`src/hw/rtl/htnc_pkg.sv`:
```
// Shared types, character constants and error codes for the tag nesting checker.
package htnc_pkg;

    localparam int STACK_DEPTH_DEF = 16;
    localparam int NAME_LEN_DEF    = 32;
    localparam int LEN_W           = 6;
    localparam int VOID_LEN        = 4;

    localparam logic [7:0] CHAR_LT    = 8'h3C;
    localparam logic [7:0] CHAR_GT    = 8'h3E;
    localparam logic [7:0] CHAR_SLASH = 8'h2F;

    typedef enum logic [2:0] {
        ERR_NONE      = 3'd0,
        ERR_MISMATCH  = 3'd1,
        ERR_EMPTY     = 3'd2,
        ERR_UNCLOSED  = 3'd3,
        ERR_VOID_OPEN = 3'd4,
        ERR_OVERFLOW  = 3'd5
    } t_err_code;

    typedef struct packed {
        logic push;
        logic pop;
    } t_stk_ctl;

    // Bytes of the "img " prefix that marks a tag which is never stacked.
    function automatic logic [7:0] void_byte(input logic [1:0] idx);
        logic [7:0] b;
        case (idx)
            2'd0: b = 8'h69;
            2'd1: b = 8'h6D;
            2'd2: b = 8'h67;
            default: b = 8'h20;
        endcase
        return b;
    endfunction

endpackage

```
`src/hw/rtl/htnc_len_cell.sv`:
```
// One cell of the length stack: holds one entry length and shifts on push or pop.
module htnc_len_cell (
    input  logic                          i_clk,
    input  htnc_pkg::t_stk_ctl            i_ctl,
    input  logic [htnc_pkg::LEN_W-1:0]    i_from_above,
    input  logic [htnc_pkg::LEN_W-1:0]    i_from_below,
    output logic [htnc_pkg::LEN_W-1:0]    o_len
);

    logic [htnc_pkg::LEN_W-1:0] r_len;

    always_ff @(posedge i_clk) begin
        if (i_ctl.push) begin
            r_len <= i_from_above;
        end else if (i_ctl.pop) begin
            r_len <= i_from_below;
        end
    end

    assign o_len = r_len;

endmodule

```
`src/hw/rtl/htnc_len_stack.sv`:
```
// Row of length cells forming a shift stack whose top entry sits in the first cell.
module htnc_len_stack #(
    parameter int STACK_DEPTH = htnc_pkg::STACK_DEPTH_DEF
) (
    input  logic                          i_clk,
    input  htnc_pkg::t_stk_ctl            i_ctl,
    input  logic [htnc_pkg::LEN_W-1:0]    i_push_len,
    output logic [htnc_pkg::LEN_W-1:0]    o_top_len
);

    logic [htnc_pkg::LEN_W-1:0] w_len [STACK_DEPTH];

    for (genvar g = 0; g < STACK_DEPTH; g++) begin : g_cell
        logic [htnc_pkg::LEN_W-1:0] w_above;
        logic [htnc_pkg::LEN_W-1:0] w_below;

        if (g == 0) begin : g_first
            assign w_above = i_push_len;
        end else begin : g_mid
            assign w_above = w_len[g-1];
        end

        if (g == STACK_DEPTH - 1) begin : g_last
            assign w_below = w_len[g];
        end else begin : g_next
            assign w_below = w_len[g+1];
        end

        htnc_len_cell u_cell (
            .i_clk        (i_clk),
            .i_ctl        (i_ctl),
            .i_from_above (w_above),
            .i_from_below (w_below),
            .o_len        (w_len[g])
        );
    end

    assign o_top_len = w_len[0];

endmodule

```
`config.mk`:
```
export PLATFORM = sky130hd
export DESIGN_NAME = htnc_len_stack
export DESIGN_NICKNAME = d
export VERILOG_FILES = /design/src/hw/rtl/htnc_pkg.sv /design/src/hw/rtl/htnc_len_cell.sv /design/src/hw/rtl/htnc_len_stack.sv
export SDC_FILE = /design/constraint.sdc
export NUM_CORES = 1
export LEC_CHECK = 0
export BUFFER_PORTS_ARGS = -buffer_cell sky130_fd_sc_hd__buf_2
export CAP_MARGIN = 20
export CORE_UTILIZATION = 64
export DETAILED_ROUTE_END_ITERATION = 6
export PLACE_DENSITY = 0.84
export SLEW_MARGIN = 15
export SYNTH_ARGS = -nofsm -noshare
export SYNTH_HDL_FRONTEND = slang
export SYNTH_SLANG_ARGS = --single-unit
export TNS_END_PERCENT = 100
```
`constraint.sdc`:
```
create_clock -name i_clk -period 6.7 [get_ports i_clk]
set_input_delay 1.005 -clock i_clk [delete_from_list [all_inputs] [get_ports i_clk]]
set_output_delay 1.005 -clock i_clk [all_outputs]
set_load 0.03 [all_outputs]
```
==> impl_metrics.toml, run 1 <==
[timing]
finalCritPeriodShare = 0.4160
clock.fmax_mhz = 358.8
tns_ns = 0
setup_violations = 0
slew_headroom = 0.2804
hold_viol = 0
period_needed_ns = 2.787
worst_pin_slew_ns = 1.079
rsz0062_at_grt = "no"
slew_viol_final = 0
clock-skew-final_ns = 0.008242

[floorplan]
ios = 15
design.die.area_um2 = 7256
dieWidth_um = 85.18
fp.dieH_um = 85.18
start_util = 0.6780
coreArea_um2 = 6531
rows = 29

[drt]
wirelength_um = 6129
postRouteAntennaNets = 0
vias = 1744
initialDrtViolationCount = 138
drc = 0
vias_per_cell = 5.892
wire_per_inst_um = 20.71
first_pass_iters = 4

[run]
drv_cap = 0

[logic_synthesis]
synth_warnings = 0
syn_inst = 197
ys_seq_elements = 96
syn_nets = 206
synth_cell_types = 6
synth_area_per_cell_um2 = 22.48
syn_area_um2 = 4428
synth.yosys.seq_area_share = 0.6510

[grt]
grt.overflow.total = 0
grt_pass1_wl_um = 10140
grt_pass1_vias = 1826
antenna_found_initial = 0
track_usage = 0.1878
grt_max_degree = 91

[cells_and_area]
layout_commonest_cell = "edfxtp_1"
final_util = 0.7100
antennaDiodeCount = 0
area_growth_pct = 4.719
final_cell_mix = "edfxtp_1, mux2_4, buf_2"
fin_nets = 223
fin_cells = 296
postLayoutCellArea_um2 = 4637
largest_reg_flops = 96
drive_gt1_frac = 0.5525

[min_path]
holdPathStages = 0
hp-class = "reg2reg"

[clock_network]
cts_resized = 0
clk_pin_slew_ns = 0.08
clock_sinks = 96
cts_root_buf = "clkbuf_8"
postCtsHoldBufs = 0
clock_latency_ns = 0.35
cts_max_level = 3
clockBufferDepth = 2
cts_buffers = 9
post_cts_buffers = 0
tritoncts = "yes"

[placed_design]
gp_congestion = 0.7249
dp.cells = 279
placed_cell_area_um2 = 4415
io_buffers = 14
hpwl_um = 3335

[pwr]
ir_drop_mv = 0.1697
p_leak_uw = 0.001882
power_density_nw_per_um2 = 310.4

[setup_path]
critPathArrivalTime_ns = 2.88
worst-path-max-fanout = 63
worstRegToRegCells = 1
crit_path_start_kind = "primary input"
critical_path_class = "in2reg"
end_kind = "flip-flop"
required_ns = 6.80

[outcome]
status = "complete, no violations"
[Yosys cell counts (all sizes together)]
| cell type | n | area [µm²] |
|---|---|---|
| or2 | 1 | 6.260 |
| buf | 10 | 191.4 |
| mux2 | 90 | 1348 |
| edfxtp | 96 | 2883 |
[metal layers]
| layer | global-route usage | share of wire | wire, µm | vias up |
|---|---|---|---|---|
| met5 | 0 | 0 | 0 | - |
| met4 | 0.06009 | 0.011 | 70 | 0 |
| li1 | - | - | - | 806 |
| met1 | 0.2680 | 0.49 | 2998 | 903 |
| met3 | 0.05934 | 0.030 | 182 | 8 |
| met2 | 0.2779 | 0.47 | 2878 | 27 |
[area by class of cell]
type | count | area (µm²)
fill | 372 | 1894
clock inverter | 7 | 70.07
multi-input combinational | 91 | 1356
sequential | 96 | 2883
timing repair buffer | 16 | 107.6
tap | 77 | 96.34
clock buffer | 9 | 123.9
[kinds of logic after synthesis]
family | after synthesis | share of synthesized area
DFF | 96 | 0.6510
and+or+nand+nor | 1 | 0.001414
muxes | 90 | 0.3043
buffers and inverters | 10 | 0.04323
[through the flow]
step	setup slack [ns]	hold slack, ns	total power [µW]
floorplan	3.781	0.4266	1037
global placement	3.673	0.4321	1059
detailed placement	3.572	0.4512	1077
CTS	3.935	0.4820	1449
global route	3.854	0.4806	1500
finish	3.913	0.4744	1439
[power breakdown]
part	leakage, µW	internal [µW]	switching (µW)
Combinational	0.000812	148	66.7
Clock	0.0000909	172	197
Sequential	0.000979	794	61.4
Total	0.00188	1110	325
[path summary, 6_finish.rpt]
path	end	start	slack (ns)
min	g_cell[15].u_cell.o_len[2]$_DFFE_PP_	g_cell[14].u_cell.o_len[2]$_DFFE_PP_	0.47
min reg2reg	g_cell[15].u_cell.o_len[2]$_DFFE_PP_	g_cell[14].u_cell.o_len[2]$_DFFE_PP_	0.47
max	g_cell[12].u_cell.o_len[4]$_DFFE_PP_	i_ctl[1]	3.91
max reg2reg	g_cell[11].u_cell.o_len[0]$_DFFE_PP_	g_cell[12].u_cell.o_len[0]$_DFFE_PP_	5.71
[critical path: stages]
cell and delay [ns]:
buf_4 0.47, buf_4 0.94, mux2_2 0.43
Note: power is estimated with default switching activity, not from simulation.
==> inputs of run 2 (changes only) <==
CORE_UTILIZATION = 55   (was 64)
PLACE_DENSITY = 0.77   (was 0.84)
clock period = 2.5 ns   (was 6.7 ns; I/O delays follow)
==> impl_metrics.toml, run 2 (synthesis gave the netlist of run 1 again) <==
[drt]
postRouteAntennaNets = 0
first_pass_iters = 4
vias = 1732
wirelength_um = 6132
initialDrtViolationCount = 102
wire_per_inst_um = 18.93
drc = 0
vias_per_cell = 5.346

[setup_path]
crit_path_start_kind = "flip-flop"
cpPeakStageDelay_ns = 0.43
crit_chain = "buf_2"
critical_path_buf_inv_count = 1
cp_top_family = "flip-flops"
worstRegToRegCells = 1
r2r-start = "g_cell[11].u_cell.o_len[4]$_DFFE_PP_"
r2r_slack_ns = 1.54
critical_path_class = "reg2out"
worst-path-max-fanout = 2
required_ns = 2.12
critPathArrivalTime_ns = 0.99
r2r_end = "g_cell[10].u_cell.o_len[4]$_DFFE_PP_"
crit_slowest_cell = "edfxtp_1"
end_kind = "output pin"

[floorplan]
fp.dieH_um = 91.73
ios = 15
dieWidth_um = 91.73
rows = 32
start_util = 0.5701
design.die.area_um2 = 8413
coreArea_um2 = 7767

[clock_network]
post_cts_buffers = 0
cts_buffers = 9
clock_sinks = 96
clk_pin_slew_ns = 0.09
tritoncts = "yes"
clock_latency_ns = 0.36
cts_max_level = 3
postCtsHoldBufs = 0
cts_root_buf = "clkbuf_8"
cts_resized = 0
clockBufferDepth = 2

[cells_and_area]
fin_nets = 226
fin_cells = 324
final_cell_mix = "edfxtp_1, mux2_4, buf_2"
largest_reg_flops = 96
layout_commonest_cell = "edfxtp_1"
area_growth_pct = 7.177
drive_gt1_frac = 0.5631
fill_cells = 541
final_util = 0.6110
antennaDiodeCount = 0

[grt]
grt.overflow.total = 0
grt_pass1_vias = 1836
antenna_found_initial = 0
track_usage = 0.1627
grt_max_degree = 38
grt_pass1_wl_um = 9867

[min_path]
min_from = "i_push_len[5]"
holdPathStages = 2
hp-class = "in2reg"
min_to = "g_cell[0].u_cell.o_len[5]$_DFFE_PP_"

[placed_design]
dp.cells = 308
io_buffers = 14
hpwl_um = 3579
gp_congestion = 0.6754

[timing]
setup_violations = 0
tns_ns = 0
worst_pin_slew_ns = 0.3718
hold_ws_ns = 0.3215
clock-skew-final_ns = 0.007674
slew_headroom = 0.7521
rsz0062_at_grt = "no"
hold_viol = 0
clock.fmax_mhz = 734.5
finalCritPeriodShare = 0.5446
period_needed_ns = 1.361
slew_viol_final = 0

[run]
drv_cap = 0

[pwr]
ir_drop_mv = 0.3345
p_leak_uw = 0.001928
power_density_nw_per_um2 = 835.7

[outcome]
status = "complete, no violations"
[run 2: layer usage]
layer,global-route usage,part of all wire
met5,0,0
met4,0.07422,0.0093
met3,0.04726,0.032
met2,0.2262,0.46
met1,0.2363,0.50
[run 2: cell type report]
type / count / area (µm²) / area share
clock inverter: 7 / 95.09 / 0.02004
tap: 102 / 127.6 / 0.02689
sequential: 96 / 2883 / 0.6074
timing repair buffer: 19 / 160.2 / 0.03375
multi-input combinational: 91 / 1356 / 0.2858
clock buffer: 9 / 123.9 / 0.02610
[run 2: power breakdown]
part	leakage [µW]	switching (µW)	internal (µW)	total (µW)
Combinational	0.000838	178	400	578
Sequential	0.000979	161	2130	2290
Clock	0.000111	534	565	1100
Total	0.00193	873	3090	3970
[run 2: worst max path at each step]
stage | endpoint | startpoint | cells after the start | slack, ns
after detailed placement | g_cell[0].u_cell.o_len[1]$_DFFE_PP_ | i_ctl[1] | 3 | 0.74
after floorplan | g_cell[0].u_cell.o_len[0]$_DFFE_PP_ | i_ctl[1] | 3 | 0.21
after global placement | g_cell[5].u_cell.o_len[1]$_DFFE_PP_ | i_ctl[1] | 3 | 0.76
after global routing | g_cell[4].u_cell.o_len[2]$_DFFE_PP_ | i_ctl[1] | 3 | 1.09
after CTS | o_top_len[3] | g_cell[0].u_cell.o_len[3]$_DFFE_PP_ | 1 | 1.12
final | o_top_len[3] | g_cell[0].u_cell.o_len[3]$_DFFE_PP_ | 1 | 1.14
[run 2: metrics by stage]
stage / total power (µW) / area (µm²) / worst slack, ns
after floorplan: 2778 / 4428 / 0.2115
after global placement: 2872 / 4527 / 0.7634
after detailed placement: 2895 / 4527 / 0.7422
after CTS: 4013 / 4746 / 1.118
after global routing: 4132 / 4746 / 1.094
final: 3966 / 4746 / 1.139
==> inputs of run 3 (changes only) <==
CORE_UTILIZATION = 61   (was 55)
PLACE_DENSITY = 0.81   (was 0.77)
clock period = 1.3 ns   (was 2.5 ns; I/O delays follow)
==> impl_metrics.toml, run 3 (synthesis gave the netlist of run 1 again) <==
[floorplan]
ios = 15
design.die.area_um2 = 7604
start_util = 0.6411
rows = 30
dieWidth_um = 87.20
coreArea_um2 = 6907
fp.dieH_um = 87.20

[drt]
wire_per_inst_um = 18.99
postRouteAntennaNets = 0
initialDrtViolationCount = 67
vias_per_cell = 5.488
vias = 1778
wirelength_um = 6153
first_pass_iters = 4
drc = 0

[grt]
track_usage = 0.1832
grt_max_degree = 31
grt_pass1_vias = 1832
antenna_found_initial = 0
grt.overflow.total = 0
grt_pass1_wl_um = 10120

[setup_path]
end_kind = "output pin"
critical_path_buf_inv_count = 1
startpoint = "g_cell[0].u_cell.o_len[5]$_DFFE_PP_"
worst-path-max-fanout = 2
worstRegToRegCells = 1
crit_path_start_kind = "flip-flop"
crit_chain = "buf_2"
cp_top_family = "flip-flops"
cpPeakStageDelay_ns = 0.43
crit_slowest_cell = "edfxtp_1"
r2r-start = "g_cell[4].u_cell.o_len[2]$_DFFE_PP_"
required_ns = 1.11
cp.depth = 1
critPathArrivalTime_ns = 0.98
critical_path_class = "reg2out"

[timing]
clock-skew-final_ns = 0.005097
slew_headroom = 0.8381
rsz0062_at_grt = "no"
setup_violations = 0
slew_viol_final = 0
worst_pin_slew_ns = 0.2429
finalCritPeriodShare = 0.9075
setup_ws_ns = 0.1202
hold_viol = 0
clock.fmax_mhz = 847.6
period_needed_ns = 1.180

[clock_network]
postCtsHoldBufs = 0
clock_latency_ns = 0.36
clk_pin_slew_ns = 0.09
tritoncts = "yes"
cts_resized = 0
cts_buffers = 9
clockBufferDepth = 2
clock_sinks = 96
cts_root_buf = "clkbuf_8"
post_cts_buffers = 0
cts_max_level = 3

[cells_and_area]
layout_commonest_cell = "edfxtp_1"
fin_nets = 232
drive_gt1_frac = 0.5658
largest_reg_flops = 96
area_growth_pct = 9.212
final_cell_mix = "edfxtp_1, mux2_4, buf_2"
fin_cells = 324
fill_cells = 431
antennaDiodeCount = 0

[min_path]
hp-class = "in2reg"
holdPathStages = 2
min_from = "i_push_len[0]"

[placed_design]
dp.cells = 308
hpwl_um = 3807
preCtsSetupSlack_ns = 0.03851
gp_congestion = 0.6935
io_buffers = 14

[pwr]
ir_drop_mv = 0.7532
power_density_nw_per_um2 = 1618
power_uw = 7827
p_leak_uw = 0.001976

[run]
drv_cap = 0

[outcome]
status = "complete, no violations"
## run 3: worst paths after layout
check | end | slack (ns)
setup / recovery | o_top_len[5] | 0.12
hold / removal | g_cell[0].u_cell.o_len[0]$_DFFE_PP_ | 0.14
setup reg to reg | g_cell[3].u_cell.o_len[2]$_DFFE_PP_ | 0.33
hold reg to reg | g_cell[15].u_cell.o_len[0]$_DFFE_PP_ | 0.45
## run 3: metrics by stage
step	instance area (µm²)	utilization	TNS, ns	hold slack, ns
global route	4836	0.7002	0	0.1241
global placement	4602	0.6663	0	0.4378
finish	4836	0.7002	0	0.1369
CTS	4836	0.7002	0	0.1221
detailed placement	4602	0.6663	0	0.4376
floorplan	4447	-	-26.53	0.3075
## run 3: area by class of cell
| type | instances | area, µm² | area share |
|---|---|---|---|
| multi-input cells | 91 | 1356 | 0.2805 |
| repair buffers | 25 | 242.7 | 0.05019 |
| clock buffers | 10 | 127.6 | 0.02639 |
| flip-flops and latches | 96 | 2883 | 0.5961 |
| clock inverters | 6 | 106.4 | 0.02199 |
| well taps | 96 | 120.1 | 0.02484 |
## run 3: power breakdown
part	switching [µW]	leakage (µW)	internal (µW)
Clock	1000	0.000116	1270
Sequential	310	0.000979	4090
Combinational	353	0.000881	792
Total	1670	0.00198	6160
## run 3: per-layer routing
| metal | up-vias | part of all wire | GRT usage |
|---|---|---|---|
| met1 | 910 | 0.49 | 0.2707 |
| met2 | 34 | 0.46 | 0.2634 |
| li1 | 826 | - | - |
| met5 | - | 0 | 0 |
| met3 | 8 | 0.033 | 0.05403 |
| met4 | 0 | 0.012 | 0.05812 |
